<file path="src/rgba_alpha_gray_pixel_op_defines.svh">
// Assertion macros for the pixel operation block.
// Both macros expect clk_i in scope at the place of use; the first also needs rst_ni.
`ifndef RGBA_ALPHA_GRAY_PIXEL_OP_DEFINES_SVH
`define RGBA_ALPHA_GRAY_PIXEL_OP_DEFINES_SVH

`ifndef SYNTHESIS
// Checked only while out of reset.
`define RGBAAG_ASSERT(lbl, prop) \
  lbl: assert property (@(posedge clk_i) disable iff (!rst_ni) prop) \
    else $error("rgbaag: assertion failed");
// Checked on every edge, reset included.
`define RGBAAG_ASSERT_RST(lbl, prop) \
  lbl: assert property (@(posedge clk_i) prop) \
    else $error("rgbaag: reset assertion failed");
`else
`define RGBAAG_ASSERT(lbl, prop)
`define RGBAAG_ASSERT_RST(lbl, prop)
`endif

`endif

</file>
<file path="src/rgbaag_pkg.sv">
package rgbaag_pkg;

  // Operation codes of the mode register.
  typedef enum logic [1:0] {
    MODE_GRAY     = 2'd0,
    MODE_PREMUL   = 2'd1,
    MODE_UNPREMUL = 2'd2
  } mode_e;

  // Luma weights and rounding bias.
  localparam logic [9:0]  GRAY_WR   = 10'd299;
  localparam logic [9:0]  GRAY_WG   = 10'd587;
  localparam logic [9:0]  GRAY_WB   = 10'd114;
  localparam logic [17:0] GRAY_BIAS = 18'd500;

  // Division by 1000 as a multiply by ceil(2^28 / 1000); exact for sums below 2^18.
  localparam int unsigned GRAY_SHIFT = 28;
  localparam logic [18:0] GRAY_RECIP = 19'd268436;

  // Premultiply rounding bias, and division by 255 as a multiply by ceil(2^24 / 255),
  // exact for products up to 65152.
  localparam logic [15:0] PM_BIAS  = 16'd127;
  localparam int unsigned PM_SHIFT = 24;
  localparam logic [16:0] PM_RECIP = 17'd65794;

  localparam logic [7:0] FULL_SCALE = 8'd255;

  // Number of quotient bits resolved in the middle stage; the rest are done last.
  localparam int unsigned DIV_HI_BITS = 4;

  // Word after the first stage: products and sums.
  typedef struct packed {
    logic [17:0]      gray_sum;
    logic [2:0][15:0] pm_prod;
    logic [2:0][15:0] up_num;
    logic [2:0][7:0]  color;
    logic [7:0]       alpha;
    logic             last;
  } s1_t;

  // Word after the second stage: scaled values and a partial division.
  typedef struct packed {
    logic [7:0]                   gray;
    logic [2:0][7:0]              pm;
    logic [2:0][15:0]             up_rem;
    logic [2:0][DIV_HI_BITS-1:0]  up_qhi;
    logic [2:0]                   up_sat;
    logic [2:0][7:0]              color;
    logic [7:0]                   alpha;
    logic                         last;
  } s2_t;

endpackage

</file>
<file path="src/rgbaag_front.sv">
module rgbaag_front
  import rgbaag_pkg::*;
(
  input  logic       clk_i,
  input  logic       rst_ni,
  input  logic       en_i,
  input  logic       valid_i,
  input  logic [7:0] red_i,
  input  logic [7:0] green_i,
  input  logic [7:0] blue_i,
  input  logic [7:0] alpha_i,
  input  logic       last_i,
  output logic       valid_o,
  output s1_t        data_o
);

  logic [2:0][7:0] color;
  s1_t             data_d;
  s1_t             data_q;
  logic            valid_q;

  assign color = {blue_i, green_i, red_i};

  // Weighted luma sum, the per-channel alpha product and the unpremultiply numerator.
  always_comb begin
    data_d.gray_sum = 18'(red_i) * 18'(GRAY_WR) + 18'(green_i) * 18'(GRAY_WG)
                    + 18'(blue_i) * 18'(GRAY_WB) + GRAY_BIAS;
    for (int c = 0; c < 3; c++) begin
      data_d.pm_prod[c] = 16'(color[c]) * 16'(alpha_i) + PM_BIAS;
      data_d.up_num[c]  = 16'(color[c]) * 16'(FULL_SCALE) + 16'(alpha_i[7:1]);
    end
    data_d.color = color;
    data_d.alpha = alpha_i;
    data_d.last  = last_i;
  end

  // Stage valid bit.
  always_ff @(posedge clk_i or negedge rst_ni) begin
    if (!rst_ni) begin
      valid_q <= 1'b0;
    end else if (en_i) begin
      valid_q <= valid_i;
    end
  end

  // Stage payload.
  always_ff @(posedge clk_i) begin
    if (en_i) begin
      data_q <= data_d;
    end
  end

  assign valid_o = valid_q;
  assign data_o  = data_q;

endmodule

</file>
<file path="src/rgbaag_mid.sv">
module rgbaag_mid
  import rgbaag_pkg::*;
(
  input  logic clk_i,
  input  logic rst_ni,
  input  logic en_i,
  input  logic valid_i,
  input  s1_t  data_i,
  output logic valid_o,
  output s2_t  data_o
);

  logic [36:0]      gray_prod;
  logic [2:0][32:0] pm_scaled;
  s2_t              data_d;
  s2_t              data_q;
  logic             valid_q;

  // Reciprocal multiply for the division by 1000.
  assign gray_prod = 37'(data_i.gray_sum) * 37'(GRAY_RECIP);

  // Scaled luma and premultiply values, saturation check and the upper quotient bits of the unpremultiply division.
  always_comb begin
    logic [15:0] rem;
    logic [15:0] dv;
    data_d.gray = gray_prod[GRAY_SHIFT +: 8];
    for (int c = 0; c < 3; c++) begin
      pm_scaled[c]     = 33'(data_i.pm_prod[c]) * 33'(PM_RECIP);
      data_d.pm[c]     = pm_scaled[c][PM_SHIFT +: 8];
      data_d.up_sat[c] = 17'(data_i.up_num[c]) >= {1'b0, data_i.alpha, 8'd0};
      rem = data_i.up_num[c];
      for (int i = 0; i < DIV_HI_BITS; i++) begin
        dv = 16'(data_i.alpha) << (7 - i);
        if (rem >= dv) begin
          rem = rem - dv;
          data_d.up_qhi[c][DIV_HI_BITS-1-i] = 1'b1;
        end else begin
          data_d.up_qhi[c][DIV_HI_BITS-1-i] = 1'b0;
        end
      end
      data_d.up_rem[c] = rem;
    end
    data_d.color = data_i.color;
    data_d.alpha = data_i.alpha;
    data_d.last  = data_i.last;
  end

  // Stage valid bit.
  always_ff @(posedge clk_i or negedge rst_ni) begin
    if (!rst_ni) begin
      valid_q <= 1'b0;
    end else if (en_i) begin
      valid_q <= valid_i;
    end
  end

  // Stage payload.
  always_ff @(posedge clk_i) begin
    if (en_i) begin
      data_q <= data_d;
    end
  end

  assign valid_o = valid_q;
  assign data_o  = data_q;

endmodule

</file>
<file path="src/rgbaag_back.sv">
module rgbaag_back
  import rgbaag_pkg::*;
(
  input  logic       clk_i,
  input  logic       rst_ni,
  input  logic       en_i,
  input  logic       valid_i,
  input  s2_t        data_i,
  input  logic [1:0] mode_i,
  output logic       valid_o,
  output logic [7:0] red_o,
  output logic [7:0] green_o,
  output logic [7:0] blue_o,
  output logic [7:0] alpha_o,
  output logic       last_o,
  output logic [1:0] mode_o
);

  localparam int unsigned LoBits = 8 - DIV_HI_BITS;

  logic [2:0][LoBits-1:0] up_qlo;
  logic [2:0][7:0]        up_val;
  logic [2:0][7:0]        color_d;
  logic [2:0][7:0]        color_q;
  logic [7:0]             alpha_q;
  logic                   last_q;
  logic [1:0]             mode_q;
  logic                   valid_q;

  // Lower quotient bits of the unpremultiply division, then saturation.
  always_comb begin
    logic [15:0] rem;
    logic [15:0] dv;
    for (int c = 0; c < 3; c++) begin
      rem = data_i.up_rem[c];
      for (int i = 0; i < LoBits; i++) begin
        dv = 16'(data_i.alpha) << (LoBits - 1 - i);
        if (rem >= dv) begin
          rem = rem - dv;
          up_qlo[c][LoBits-1-i] = 1'b1;
        end else begin
          up_qlo[c][LoBits-1-i] = 1'b0;
        end
      end
      up_val[c] = data_i.up_sat[c] ? FULL_SCALE : {data_i.up_qhi[c], up_qlo[c]};
    end
  end

  // Result select by mode; unused codes and zero alpha in unpremultiply pass through.
  always_comb begin
    for (int c = 0; c < 3; c++) begin
      case (mode_i)
        MODE_GRAY:     color_d[c] = data_i.gray;
        MODE_PREMUL:   color_d[c] = data_i.pm[c];
        MODE_UNPREMUL: color_d[c] = (data_i.alpha != 8'd0) ? up_val[c] : data_i.color[c];
        default:       color_d[c] = data_i.color[c];
      endcase
    end
  end

  // Output valid bit.
  always_ff @(posedge clk_i or negedge rst_ni) begin
    if (!rst_ni) begin
      valid_q <= 1'b0;
    end else if (en_i) begin
      valid_q <= valid_i;
    end
  end

  // Output word register.
  always_ff @(posedge clk_i) begin
    if (en_i) begin
      color_q <= color_d;
      alpha_q <= data_i.alpha;
      last_q  <= data_i.last;
      mode_q  <= mode_i;
    end
  end

  assign valid_o = valid_q;
  assign red_o   = color_q[0];
  assign green_o = color_q[1];
  assign blue_o  = color_q[2];
  assign alpha_o = alpha_q;
  assign last_o  = last_q;
  assign mode_o  = mode_q;

endmodule

</file>
<file path="src/rgba_alpha_gray_pixel_op.sv">
// Channel   | Direction | Handshake              | Word
// ----------+-----------+------------------------+---------------------------------------
// pixel in  | input     | in_valid_i / in_stall_o   | red/green/blue/alpha/last _in_i
// pixel out | output    | out_valid_o / out_stall_i | red/green/blue/alpha/last _out_o
// mode      | input     | pixel_mode_we_i           | pixel_mode_i
//
// One pixel per clock while the output is not stalled.
// The depth is set by the three register stages: products, reciprocal scaling with
// the upper half of the unpremultiply division, lower half of the division and select.
// Reset clears the stage valid bits and sets the mode to grayscale.
// Each stage advances while it is empty or the stage after it advances, so bubbles
// close up and input is taken while a finished word waits at the output if a stage is empty.
`include "rgba_alpha_gray_pixel_op_defines.svh"

module rgba_alpha_gray_pixel_op
  import rgbaag_pkg::*;
(
  input  logic       clk_i,
  input  logic       rst_ni,
  input  logic       pixel_mode_we_i,
  input  logic [1:0] pixel_mode_i,
  input  logic       in_valid_i,
  output logic       in_stall_o,
  input  logic [7:0] red_in_i,
  input  logic [7:0] green_in_i,
  input  logic [7:0] blue_in_i,
  input  logic [7:0] alpha_in_i,
  input  logic       last_in_i,
  output logic       out_valid_o,
  input  logic       out_stall_i,
  output logic [7:0] red_out_o,
  output logic [7:0] green_out_o,
  output logic [7:0] blue_out_o,
  output logic [7:0] alpha_out_o,
  output logic       last_out_o
);

  logic [1:0] mode_q;
  logic [1:0] out_mode;
  logic       v1;
  logic       v2;
  logic       en1;
  logic       en2;
  logic       en3;
  s1_t        s1;
  s2_t        s2;

  // Mode register.
  always_ff @(posedge clk_i or negedge rst_ni) begin
    if (!rst_ni) begin
      mode_q <= MODE_GRAY;
    end else if (pixel_mode_we_i) begin
      mode_q <= pixel_mode_i;
    end
  end

  // Per-stage advance, from the output backwards.
  assign en3        = !out_valid_o || !out_stall_i;
  assign en2        = !v2 || en3;
  assign en1        = !v1 || en2;
  assign in_stall_o = !en1;

  rgbaag_front u_front (
    .clk_i   (clk_i),
    .rst_ni  (rst_ni),
    .en_i    (en1),
    .valid_i (in_valid_i),
    .red_i   (red_in_i),
    .green_i (green_in_i),
    .blue_i  (blue_in_i),
    .alpha_i (alpha_in_i),
    .last_i  (last_in_i),
    .valid_o (v1),
    .data_o  (s1)
  );

  rgbaag_mid u_mid (
    .clk_i   (clk_i),
    .rst_ni  (rst_ni),
    .en_i    (en2),
    .valid_i (v1),
    .data_i  (s1),
    .valid_o (v2),
    .data_o  (s2)
  );

  rgbaag_back u_back (
    .clk_i   (clk_i),
    .rst_ni  (rst_ni),
    .en_i    (en3),
    .valid_i (v2),
    .data_i  (s2),
    .mode_i  (mode_q),
    .valid_o (out_valid_o),
    .red_o   (red_out_o),
    .green_o (green_out_o),
    .blue_o  (blue_out_o),
    .alpha_o (alpha_out_o),
    .last_o  (last_out_o),
    .mode_o  (out_mode)
  );

  // The pipeline is empty from the edge after reset is seen.
  `RGBAAG_ASSERT_RST(a_reset_empty, !rst_ni |=> !out_valid_o)
  // Input is held back only when a word waits at a stalled output.
  `RGBAAG_ASSERT(a_stall_source, in_stall_o |-> (out_valid_o && out_stall_i))
  // Grayscale writes one value to all three colors.
  `RGBAAG_ASSERT(a_gray_equal, (out_valid_o && out_mode == MODE_GRAY) |-> (red_out_o == green_out_o && green_out_o == blue_out_o))
  // A premultiplied color never exceeds its alpha.
  `RGBAAG_ASSERT(a_premul_bound, (out_valid_o && out_mode == MODE_PREMUL) |-> (red_out_o <= alpha_out_o && green_out_o <= alpha_out_o && blue_out_o <= alpha_out_o))

endmodule

</file>
<file path="config.mk">
export PLATFORM = sky130hd
export DESIGN_NAME = rgba_alpha_gray_pixel_op
export DESIGN_NICKNAME = d
export VERILOG_FILES = /design/src/rgbaag_pkg.sv /design/src/rgbaag_front.sv /design/src/rgbaag_mid.sv /design/src/rgbaag_back.sv /design/src/rgba_alpha_gray_pixel_op.sv
export VERILOG_INCLUDE_DIRS = /design/src /design/src/src
export SDC_FILE = /design/constraint.sdc
export NUM_CORES = 2
export LEC_CHECK = 0
export BUFFER_PORTS_ARGS = -buffer_cell sky130_fd_sc_hd__buf_2
export CORE_ASPECT_RATIO = 1.75
export CORE_MARGIN = 4
export CORE_UTILIZATION = 40
export CTS_BUF_LIST = sky130_fd_sc_hd__clkbuf_16
export DETAILED_ROUTE_END_ITERATION = 10
export PLACE_DENSITY_LB_ADDON = 0.25
export SETUP_SLACK_MARGIN = 0.4
export SLEW_MARGIN = 15
export SYNTH_ARGS = -nofsm -noshare
export SYNTH_HDL_FRONTEND = slang
export SYNTH_HIERARCHICAL = 1
export SYNTH_SLANG_ARGS = --single-unit
</file>
<file path="constraint.sdc">
create_clock -name clk_i -period 10.29 [get_ports clk_i]
set_clock_uncertainty 0.2 [all_clocks]
set_input_delay 1.029 -clock clk_i [delete_from_list [all_inputs] [get_ports clk_i]]
set_output_delay 1.029 -clock clk_i [all_outputs]
set_load 0.005 [all_outputs]
</file>
==> results.md <==
* Sink Count at 313
* Worst EP required at 10.44 ns
* Core box area at 112,000 µm²
* Syn-to-layout area delta at 8.61%
* Initial antenna violation count at 8
* CP startpoint kind: flop
* Critical path buffers and inverters at 5
* Die footprint at 118,000 µm²
* Root Driver: clkbuf_16
* Detailed Place HPWL at 102,000 µm
* Crit path from: u_front/data_o[5]
* Tcrit/Tclk final at 90.8%
* Fin area at 48,900 µm²
* Ys Warns at 6
* Largest net degree at the start of global routing at 149
* Site Rows at 162
* Mapped Nets at 5,901
* CTS H-Tree Depth at 2
* WHS at 0.0577 ns
* All-Layer GR Usage at 21.0%
* RD Place Congestion at 0.944
* Crit Path Class: flop to flop
* GRT Residual Overflow at 0
* R2r worst-path depth at 36
* Global-route wire length before repair at 194,000 µm
* Mapped Area at 45,000 µm²
* Worst Tran Pin Value at 1.07 ns
* Slowest cell on crit path: or4_4
* # fillers at 10,800
* Reg clk slew, reported paths at 0.06 ns
* Final worst setup slack at 0.947 ns
* Max_cap viols at 0
* Fin. max-slew vios at 0
* Vias at 34,200
* Port bufs at 74
* RR Startpoint: u_front/data_o[5]
* Tmin final at between 9 and 10 ns
* Antenna-violating nets left at 0
* CTS Buf Count at 36
* TritonRoute pass-1 iters at 5
* HP Class: input port to asynchronous set/reset pin
* DR iter-0 viols at 1,534
* Setup TNS at 0 ns
* Fin. Hold Viols at 0
* Post-Synthesis Cells at 4,624
* Top Family by Delay on Critical Path: simple AND/OR/NAND/NOR gates
* Via density at 5.46
* CP peak stage delay at 0.63 ns
* WL/cell at 19.9 µm
* Post-CTS Hold Buffers at 0
* CTS tree: done
* Worst EP arrival at 9.49 ns
* Die X-Extent at 262 µm
* Nets at 6,017
* RSZ-0062 raised after global routing: yes
* Mean Syn Cell Area at 9.74 µm²
* Number of global-route vias before repair at 35,700
* Crit end category: flop
* Slew HR at 27.5%
* Fmax at 107 MHz
* Status: finished clean
* Placed Instance Area at between 40,000 and 50,000 µm²
* Cell depth of the worst setup path at 36
* Dpl ws at between 0.3 and 0.4 ns
* Detailed-route DRC error count at 0
* CTS Buffer Depth at 3
* Io pins at 75
* Die H at 452 µm
* WL final at 125,000 µm
* Setup violators final at 0
* Skew-Pair Late Insertion Delay at 0.58 ns
* Max FO, Critical Path at 14
* Starting Density at between 40% and 50%
* Proportion of layout cells with a drive suffix above 1 at 7.74%
final cells by class:
cell class	count	area (µm²)	share of cell area (%)
tap	1476	1850	3.78
sequential	313	9370	19.2
timing repair buffer	151	977	2.00
clock buffer	36	901	1.84
clock inverter	29	264	0.540
antenna	16	40.0	0.0818
inverter	680	2560	5.24
multi-input combinational	3558	33000	67.4
registers in the layout, indices dropped and copies added (netlist names), 2 cells and up:
| signal | count |
|---|---|
| u_mid/data_o | 128 |
| u_back/alpha_o | 8 |
| mode_q | 2 |
| u_back/blue_o | 8 |
| u_back/green_o | 8 |
| u_front/data_o | 147 |
| u_back/red_o | 8 |
cell usage in the layout (no fill, tap or decap), types with 74 or more instances in the layout:
master	count
o21ai_0	169
o21a_1	80
buf_2	74
edfxtp_1	308
nor2_1	246
a21oi_1	258
a21o_1	88
inv_1	679
ha_1	868
xnor2_1	155
fa_1	369
buf_4	74
nand2_1	297
and2_1	84
path summary, 6_finish.rpt:
| kind | to | slack [ns] |
|---|---|---|
| setup / recovery | u_mid/data_o[85] | 0.95 |
| max in group asynchronous | mode_q[0] | 9.70 |
| hold reg to reg | u_mid/data_o[23] | 0.20 |
| min in group clk_i | u_mid/data_o[23] | 0.20 |
| setup reg to reg | u_mid/data_o[85] | 0.95 |
| hold / removal | mode_q[1] | 0.06 |
stage by stage:
step | instances | util (%)
6_report | 6259 | 43.8
5_1_grt | 6257 | 43.8
4_1_cts | 6230 | 43.5
3_5_place_dp | 6165 | 42.5
3_3_place_gp | 6165 | 42.5
2_1_floorplan | 4624 | -
per-layer routing:
layer  track usage [%]  share of wire (%)  up-vias
met3              1.66                2.9      275
met2              41.0                 55      668
met1              22.0                 36    16800
li1                  -                  -    16500
met5                 0              0.016        -
met4              11.0                6.3        2
what timing repair did:
action / 4_1_cts / 5_1_grt
endpoints found under the hold margin: 0 / 0
resized for setup: 1 / 43
setup endpoints to repair: 8 / 40
pin swaps: 0 / 6
buffers inserted: 0 / 13
gates cloned: 0 / 0
Power is not shown: default switching activity piles up to over one toggle a cycle in this logic, so the estimate is an artifact.
